[src/sv/lottery_scheduler_pick_unit_assert.svh]
// assertion macros for the lottery scheduler pick unit
// included by the top level; no other dependencies
`ifndef LOTTERY_SCHEDULER_PICK_UNIT_ASSERT_SVH
`define LOTTERY_SCHEDULER_PICK_UNIT_ASSERT_SVH
`ifndef ASSERT_OFF
`define LSP_ASSERT_IMP(label, clk, rst, pre, post) \
   label: assert property (@(posedge clk) disable iff (rst) (pre) |-> (post)) \
      else $error("lottery pick unit: assertion failed");
`define LSP_ASSERT_NEXT(label, clk, rst, pre, post) \
   label: assert property (@(posedge clk) disable iff (rst) (pre) |=> (post)) \
      else $error("lottery pick unit: assertion failed");
`else
`define LSP_ASSERT_IMP(label, clk, rst, pre, post)
`define LSP_ASSERT_NEXT(label, clk, rst, pre, post)
`endif
`endif

[src/sv/lsp_pkg.sv]
// shared constants and controller/datapath command and status types
// for the lottery scheduler pick unit; no dependencies
package lsp_pkg;
   localparam int NUM_SLOTS_DEF = 8;
   localparam int TICKET_W      = 8;
   localparam int TOTAL_W       = 11;
   localparam int RND_W         = 32;
   localparam int CNT_W         = 5;
   localparam int CSR_IDX_W     = 3;
   localparam int MASK_W        = 8;
   localparam int SLOT_FIELD_W  = 3;
   localparam int REQ_W         = 48;
   localparam int RSP_W         = 32;
   localparam logic [TICKET_W-1:0] TICKET_RESET = 8'd1;

   typedef struct packed {
      logic load;
      logic sum_en;
      logic div_en;
      logic scan_en;
      logic out_load;
      logic cnt_clr;
   } lsp_cmd_type;

   typedef struct packed {
      logic slot_last;
      logic bit_last;
      logic total_zero;
   } lsp_status_type;
endpackage

[src/sv/lsp_ctrl.sv]
// sequencer for the lottery pick: sum, remainder, scan, result handoff
// depends on lsp_pkg
module lsp_ctrl import lsp_pkg::*; (
   input  logic           clock,
   input  logic           reset,
   input  logic           req_tvalid,
   output logic           req_tready,
   output logic           rsp_tvalid,
   input  logic           rsp_tready,
   input  lsp_status_type status,
   output lsp_cmd_type    cmd
);
   typedef enum logic [2:0] {
      S_IDLE, S_SUM, S_CHK, S_DIV, S_SCAN, S_DONE
   } state_type;

   state_type state_ff, state_in;
   logic      rsp_valid_ff, rsp_valid_in;

   always_comb begin
      cmd          = '0;
      state_in     = state_ff;
      unique case (state_ff)
         S_IDLE: begin
            cmd.cnt_clr = 1'b1;
            cmd.load    = req_tvalid;
            if (req_tvalid) begin
               state_in = S_SUM;
            end
         end
         S_SUM: begin
            cmd.sum_en = 1'b1;
            if (status.slot_last) begin
               cmd.cnt_clr = 1'b1;
               state_in    = S_CHK;
            end
         end
         S_CHK: begin
            cmd.cnt_clr = 1'b1;
            state_in    = status.total_zero ? S_DONE : S_DIV;
         end
         S_DIV: begin
            cmd.div_en = 1'b1;
            if (status.bit_last) begin
               cmd.cnt_clr = 1'b1;
               state_in    = S_SCAN;
            end
         end
         S_SCAN: begin
            cmd.scan_en = 1'b1;
            if (status.slot_last) begin
               cmd.cnt_clr = 1'b1;
               state_in    = S_DONE;
            end
         end
         S_DONE: begin
            cmd.out_load = !rsp_valid_ff || rsp_tready;
            if (cmd.out_load) begin
               state_in = S_IDLE;
            end
         end
         default: state_in = S_IDLE;
      endcase
      rsp_valid_in = cmd.out_load ? 1'b1 : (rsp_valid_ff && !rsp_tready);
   end

   always_ff @(posedge clock) begin
      if (reset) begin
         state_ff     <= S_IDLE;
         rsp_valid_ff <= 1'b0;
      end else begin
         state_ff     <= state_in;
         rsp_valid_ff <= rsp_valid_in;
      end
   end

   assign req_tready = (state_ff == S_IDLE);
   assign rsp_tvalid = rsp_valid_ff;
endmodule

[src/sv/lsp_dp.sv]
// datapath of the lottery pick: ticket registers, total accumulator,
// bit-serial remainder and slot scan; depends on lsp_pkg
module lsp_dp import lsp_pkg::*; #(
   parameter int NUM_SLOTS = NUM_SLOTS_DEF
) (
   input  logic                    clock,
   input  logic                    reset,
   input  lsp_cmd_type             cmd,
   output lsp_status_type          status,
   input  logic                    csr_wr,
   input  logic [CSR_IDX_W-1:0]    csr_index,
   input  logic [TICKET_W-1:0]     csr_data,
   input  logic [MASK_W-1:0]       req_mask,
   input  logic                    req_running,
   input  logic [RND_W-1:0]        req_random,
   output logic [SLOT_FIELD_W-1:0] next_slot,
   output logic [TOTAL_W-1:0]      ticket_total,
   output logic [TOTAL_W-1:0]      winning_ticket,
   output logic                    none_ready
);
   localparam int SLOT_W = $clog2(NUM_SLOTS);

   logic [TICKET_W-1:0]     tickets_ff [NUM_SLOTS];
   logic [SLOT_W-1:0]       cur_ff, cur_in;
   logic [NUM_SLOTS-1:0]    ready_ff, ready_in;
   logic [RND_W-1:0]        rnd_ff, rnd_in;
   logic [TOTAL_W-1:0]      total_ff, total_in;
   logic [TOTAL_W-1:0]      rem_ff, rem_in;
   logic [TOTAL_W-1:0]      acc_ff, acc_in;
   logic                    found_ff, found_in;
   logic [SLOT_W-1:0]       pick_ff, pick_in;
   logic [CNT_W-1:0]        cnt_ff, cnt_in;
   logic [SLOT_FIELD_W-1:0] next_slot_ff;
   logic [TOTAL_W-1:0]      total_out_ff, win_out_ff;
   logic                    none_ff;

   logic [SLOT_W-1:0]       idx;
   logic [TICKET_W-1:0]     tick_rd;
   logic [TOTAL_W:0]        trial, diff;
   logic [TOTAL_W-1:0]      acc_sum;
   logic [SLOT_W-1:0]       pick_slot;

   assign idx       = cnt_ff[SLOT_W-1:0];
   assign tick_rd   = tickets_ff[idx];
   assign trial     = {rem_ff, rnd_ff[RND_W-1]};
   assign diff      = trial - {1'b0, total_ff};
   assign acc_sum   = acc_ff + TOTAL_W'(tick_rd);
   assign pick_slot = found_ff ? pick_ff : cur_ff;

   always_comb begin
      ready_in = ready_ff;
      rnd_in   = rnd_ff;
      total_in = total_ff;
      rem_in   = rem_ff;
      acc_in   = acc_ff;
      found_in = found_ff;
      pick_in  = pick_ff;
      cur_in   = cur_ff;
      cnt_in   = cmd.cnt_clr ? '0 : cnt_ff + CNT_W'(1);
      if (cmd.load) begin
         ready_in = req_mask[NUM_SLOTS-1:0]
                  | (req_running ? (NUM_SLOTS'(1) << cur_ff) : '0);
         rnd_in   = req_random;
         total_in = '0;
         rem_in   = '0;
         acc_in   = '0;
         found_in = 1'b0;
      end
      if (cmd.sum_en && ready_ff[idx]) begin
         total_in = total_ff + TOTAL_W'(tick_rd);
      end
      if (cmd.div_en) begin
         rem_in = (trial >= {1'b0, total_ff}) ? diff[TOTAL_W-1:0] : trial[TOTAL_W-1:0];
         rnd_in = {rnd_ff[RND_W-2:0], 1'b0};
      end
      if (cmd.scan_en && ready_ff[idx] && !found_ff) begin
         acc_in = acc_sum;
         if (rem_ff < acc_sum) begin
            found_in = 1'b1;
            pick_in  = idx;
         end
      end
      if (cmd.out_load) begin
         cur_in = pick_slot;
      end
   end

   always_ff @(posedge clock) begin
      if (reset) begin
         for (int i = 0; i < NUM_SLOTS; i++) begin
            tickets_ff[i] <= TICKET_RESET;
         end
         cur_ff <= '0;
         cnt_ff <= '0;
      end else begin
         if (csr_wr && (32'(csr_index) < NUM_SLOTS)) begin
            tickets_ff[csr_index[SLOT_W-1:0]] <= csr_data;
         end
         cur_ff <= cur_in;
         cnt_ff <= cnt_in;
      end
   end

   always_ff @(posedge clock) begin
      ready_ff <= ready_in;
      rnd_ff   <= rnd_in;
      total_ff <= total_in;
      rem_ff   <= rem_in;
      acc_ff   <= acc_in;
      found_ff <= found_in;
      pick_ff  <= pick_in;
      if (cmd.out_load) begin
         next_slot_ff <= SLOT_FIELD_W'(pick_slot);
         total_out_ff <= total_ff;
         win_out_ff   <= rem_ff;
         none_ff      <= (total_ff == '0);
      end
   end

   assign status.slot_last  = (cnt_ff == CNT_W'(NUM_SLOTS - 1));
   assign status.bit_last   = (cnt_ff == CNT_W'(RND_W - 1));
   assign status.total_zero = (total_ff == '0);

   assign next_slot      = next_slot_ff;
   assign ticket_total   = total_out_ff;
   assign winning_ticket = win_out_ff;
   assign none_ready     = none_ff;
endmodule

[src/sv/lottery_scheduler_pick_unit.sv]
// Lottery pick unit: one reschedule request in, one pick out. The ticket sum
// and the slot scan handle one slot per cycle each, and the remainder unit
// retires one bit of the random word per cycle; when the ready tickets total
// zero, the remainder and the scan are skipped. A finished pick waits in the
// output register while the next request is taken.
// Ticket registers may be written at any time the unit is idle; csr_ready is
// always high. No clearing pass is needed after reset.
// depends on lsp_pkg, lsp_ctrl, lsp_dp and lottery_scheduler_pick_unit_assert.svh
`include "lottery_scheduler_pick_unit_assert.svh"
module lottery_scheduler_pick_unit import lsp_pkg::*; #(
   parameter int NUM_SLOTS = NUM_SLOTS_DEF
) (
   input  logic                 clock,
   input  logic                 reset,
   input  logic                 req_tvalid,
   output logic                 req_tready,
   // ready_mask[7:0], current_running[8], random_word[40:9], zero fill
   input  logic [REQ_W-1:0]     req_tdata,
   output logic                 rsp_tvalid,
   input  logic                 rsp_tready,
   // next_slot[2:0], ticket_total[13:3], winning_ticket[24:14], none_ready[25]
   output logic [RSP_W-1:0]     rsp_tdata,
   input  logic                 csr_valid,
   output logic                 csr_ready,
   input  logic [CSR_IDX_W-1:0] csr_index,
   input  logic [TICKET_W-1:0]  csr_data
);
   lsp_cmd_type             cmd;
   lsp_status_type          status;
   logic [SLOT_FIELD_W-1:0] next_slot;
   logic [TOTAL_W-1:0]      ticket_total;
   logic [TOTAL_W-1:0]      winning_ticket;
   logic                    none_ready;

   assign csr_ready = 1'b1;

   lsp_ctrl u_ctrl (
      .clock      (clock),
      .reset      (reset),
      .req_tvalid (req_tvalid),
      .req_tready (req_tready),
      .rsp_tvalid (rsp_tvalid),
      .rsp_tready (rsp_tready),
      .status     (status),
      .cmd        (cmd)
   );

   lsp_dp #(
      .NUM_SLOTS (NUM_SLOTS)
   ) u_dp (
      .clock          (clock),
      .reset          (reset),
      .cmd            (cmd),
      .status         (status),
      .csr_wr         (csr_valid && csr_ready),
      .csr_index      (csr_index),
      .csr_data       (csr_data),
      .req_mask       (req_tdata[MASK_W-1:0]),
      .req_running    (req_tdata[MASK_W]),
      .req_random     (req_tdata[MASK_W+RND_W:MASK_W+1]),
      .next_slot      (next_slot),
      .ticket_total   (ticket_total),
      .winning_ticket (winning_ticket),
      .none_ready     (none_ready)
   );

   assign rsp_tdata = RSP_W'({none_ready, winning_ticket, ticket_total, next_slot});

   `LSP_ASSERT_IMP(a_win_below_total, clock, reset, rsp_tvalid && !none_ready, winning_ticket < ticket_total)
   `LSP_ASSERT_IMP(a_empty_lottery, clock, reset, rsp_tvalid && none_ready, ticket_total == '0 && winning_ticket == '0)
   `LSP_ASSERT_IMP(a_slot_in_range, clock, reset, rsp_tvalid, 32'(next_slot) < NUM_SLOTS)
   `LSP_ASSERT_NEXT(a_busy_after_accept, clock, reset, req_tvalid && req_tready, !req_tready)
endmodule

[config.mk]
export PLATFORM = sky130hd
export DESIGN_NAME = lottery_scheduler_pick_unit
export DESIGN_NICKNAME = d
export VERILOG_FILES = /design/src/sv/lsp_pkg.sv /design/src/sv/lsp_ctrl.sv /design/src/sv/lsp_dp.sv /design/src/sv/lottery_scheduler_pick_unit.sv
export VERILOG_INCLUDE_DIRS = /design/src /design/src/sv
export SDC_FILE = /design/constraint.sdc
export NUM_CORES = 1
export LEC_CHECK = 0
export BUFFER_PORTS_ARGS = -buffer_cell sky130_fd_sc_hd__buf_2
export CORE_UTILIZATION = 43
export CTS_CLUSTER_DIAMETER = 30
export DETAILED_ROUTE_END_ITERATION = 10
export RECOVER_POWER = 100
export SYNTH_ARGS = -nofsm -noshare
export SYNTH_HDL_FRONTEND = slang
export SYNTH_SLANG_ARGS = --single-unit
[constraint.sdc]
create_clock -name clock -period 7.5 [get_ports clock]
set_input_delay 1.5 -clock clock [delete_from_list [all_inputs] [get_ports clock]]
set_output_delay 1.5 -clock clock [all_outputs]
set_load 0.05 [all_outputs]
==> impl_metrics.csv <==
group,metric,value,unit
run_status,status,"finished, violations left",
run_status,violations,"capacitance limit, slew limit",
timing,min_period,5450,ps
worst_hold_path,hold_end,"u_dp.rnd_ff[0]",
place,place.gp.congestion,0.808,
clocking,clock-root-buffer,"clkbuf_16",
power,switching_share,35.4,%
yosys,synth-seq-cells,179,
detailed_routing,vias,5648,
yosys,synthDistinctLibCells,57,
yosys,synth.most_common_cell,"edfxtp_1",
detailed_routing,ant_nets,0,
cells_and_area,num_antenna_cells,0,
floorplan,start_util,44.0,%
global_route,grt_pass1_vias,5657,
critical_path,worstSetupPathType,"flip-flop to flip-flop",
yosys,yosysTopAreaCell,"edfxtp_1",
critical_path,r2r-end,"u_dp.pick_ff[2]",
yosys,syn_inst,683,
detailed_routing,wl,18800,um
critical_path,cp_cell_sequence,"clkbuf_1, mux4_1, mux2_1, ha_1, a21o_1, a211o_1, a211oi_1, o21ai_0, xnor2_1, ha_1, a21o_1, a21oi_1, nor2b_1, a2111oi_4",
clocking,cts_htree_levels,4,
timing,min_period_over_period,72.7,%
global_route,track_usage,18.4,%
clocking,cts_buffers,17,
floorplan,coreArea,20300,um2
power,p_seq_share,39.8,%
critical_path,r2r_slack,2050,ps
floorplan,rows,52,
global_route,grt_max_degree,43,
floorplan,io_pins,99,
cells_and_area,layout.nets,874,
timing,whs,476,ps
power,p_comb_share,35.9,%
critical_path,r2r-start,"u_dp.cnt_ff[0]",
yosys,synth_common_cells,"edfxtp_1, nor2_1, and2_1",
critical_path,cp_max_fo,15,
place,port_buffers,84,
clocking,clk_pin_slew,70,ps
timing,slew_viol_final,84,
timing,maxSlewHeadroom,-54.1,%
detailed_routing,dr.pass1.iters,5,
power,clockPowerShare,24.3,%
worst_hold_path,min_path_cells,2,
yosys,ys.flop_type,"edfxtp_1",
critical_path,cpPeakStageDelay,1000,ps
cells_and_area,fin_area,10200,um2
power,vdd_ir_drop_max,190,uV
cells_and_area,layout-drive-gt1-share,14.6,%
power,p_per_area,379,nW/um2
floorplan,die_y,146,um
power,power.switching,0.00136,W
detailed_routing,vias_per_cell,5.37,
yosys,synthTopCellsByArea,"edfxtp_1, ha_1, and2_1",
detailed_routing,wire_per_inst,17.8,um
place,hpwl,13300,um
clocking,cts_tree,"done",
critical_path,reg2reg_depth,14,
timing,fmax,183,MHz
cells_and_area,fin_cells,1051,
global_route,grt_overflow,0,
yosys,ys_warn_count,0,
timing,rsz0062_at_grt,"no",
timing,skew,13.0,ps
critical_path,cp-start-kind,"flip-flop",
power,leakagePower,3.73,nW
timing,fin_tns_setup,0,ps
critical_path,critical-path-slowest-cell,"dfxtp_1",
critical_path,critical_path_required,7570,ps
clocking,insertion_delay,430,ps
detailed_routing,drc_errors,0,
clocking,clk_path_buf_depth,2,
place,postPlaceCellArea,9600,um2
timing,tightest_slew,2310,ps
yosys,async_flop_share,0,%
run,maxCapViolations,2,
clocking,cts_setup_buffers,0,
clocking,ctsHoldBuffers,0,
yosys,ys_seq_area_share,58.6,%
global_route,antenna_found_initial,0,
power,p_total,0.00385,W
floorplan,dieArea,21300,um2
timing,finalSetupViolCount,0,
worst_hold_path,min_path_type,"flip-flop to flip-flop",
yosys,synth_area,8930,um2
place,placed_cells,1019,
critical_path,arrival,5520,ps
worst_hold_path,min_from,"u_dp.rnd_ff[0]",
clocking,cts_sinks,179,
detailed_routing,first_iter_violations,404,
timing,hold_viol_final,0,
power,p_int,0.00249,W
global_route,grt_pass1_wl,30100,um
critical_path,end_kind,"flip-flop",
clocking,ctsResizeCount,0,
cells_and_area,syn_to_final_growth,13.8,%
yosys,avgSynthCellArea,13.1,um2
yosys,synth_edf_count,165,
floorplan,die_x,146,um
yosys,yosysTopAreaCellShare,55.5,%
-- state kept, by name, summed over array words and instances (netlist names) --
name and cells:
u_dp.tickets_ff 64, u_dp.rnd_ff 32, u_dp.acc_ff 11, u_dp.rem_ff 11
u_dp.ticket_total 11, u_dp.total_ff 11, u_dp.winning_ticket 11, u_dp.ready_ff 8
u_dp.cnt_ff 5, u_ctrl.state_ff 3, u_dp.cur_ff 3, u_dp.next_slot 3
u_dp.pick_ff 3, u_ctrl.rsp_tvalid 1, u_dp.found_ff 1, u_dp.none_ready 1
-- worst max-delay path, delay by kind of cell (launching register included) --
family / cells / cell delay, ps
mux: 2 / 970
fa+ha+maj: 2 / 640
flops: 1 / 1000
xor+xnor: 1 / 220
compound gates: 7 / 1740
simple gates: 1 / 80
buf+inv: 1 / 440
-- area by class of cell --
type / instances / area (um2)
Clock buffer: 20 / 447
Clock inverter: 12 / 171
Fill cell: 1782 / 10100
Inverter: 29 / 109
Multi-Input combinational cell: 452 / 3460
Sequential cell: 179 / 5240
Tap cell: 270 / 338
Timing Repair Buffer: 89 / 404
-- power groups by stage --
stage / sequential (W) / clock (W) / combinational (W)
detailed placement: 0.00155 / 0 / 0.00138
CTS: 0.00153 / 0.000955 / 0.00139
floorplan: 0.00147 / 0 / 0.00110
global route: 0.00156 / 0.000995 / 0.00155
finish: 0.00153 / 0.000936 / 0.00138
global placement: 0.00154 / 0 / 0.00133
-- layer usage --
metal / global-route usage [%] / part of all wire, % / vias up
met5: 0 / 0 / -
met4: 5.68 / 1.5 / 0
met3: 3.09 / 3.3 / 21
met2: 30.8 / 49 / 127
met1: 24.5 / 46 / 2767
li1: - / - / 2733
-- metrics by stage --
step,setup slack [ps],utilization (%)
floorplan,2890,-
global placement,2160,47.3
detailed placement,2120,47.3
CTS,2100,50.4
global route,1690,50.1
finish,2050,50.1
-- worst max-delay path by stage --
stage / from / to / slack, ps
2_1_floorplan: u_dp.cnt_ff[0] / u_dp.pick_ff[0] / 2890
4_1_cts: u_dp.cnt_ff[0] / u_dp.pick_ff[2] / 2100
5_1_grt: u_dp.cnt_ff[0] / u_dp.pick_ff[2] / 1690
6_report: u_dp.cnt_ff[0] / u_dp.pick_ff[2] / 2050
3_3_place_gp: u_dp.cnt_ff[0] / u_dp.pick_ff[0] / 2160
3_5_place_dp: u_dp.cnt_ff[0] / u_dp.pick_ff[0] / 2120
-- layout by cell type (no fill, tap or decap), types with 12 or more instances in the layout --
cell	count
clkbuf_16	17
nor2_1	62
and2_0	39
nand2_1	17
edfxtp_1	165
a22o_1	32
and2_1	17
xnor2_1	12
o21ai_0	23
nor3_1	15
buf_2	53
ha_1	39
dfxtp_1	14
inv_1	29
clkbuf_1	37
mux4_2	13
a21oi_1	25
-- cell families (layout without fill, tap and decap cells) --
group	Yosys count	in the layout	share of synthesized area (%)
and+or+nand+nor	212	212	12.5
DFF	179	179	58.6
AOI/OAI and AO/OA	133	133	10.7
buffers and inverters	57	150	2.87
adders and majority gates	42	42	6.14
muxes	35	35	6.78
xor gates and xnor gates	23	23	2.26
other	2	7	0.0841
Note: power is estimated with default switching activity, not from simulation.
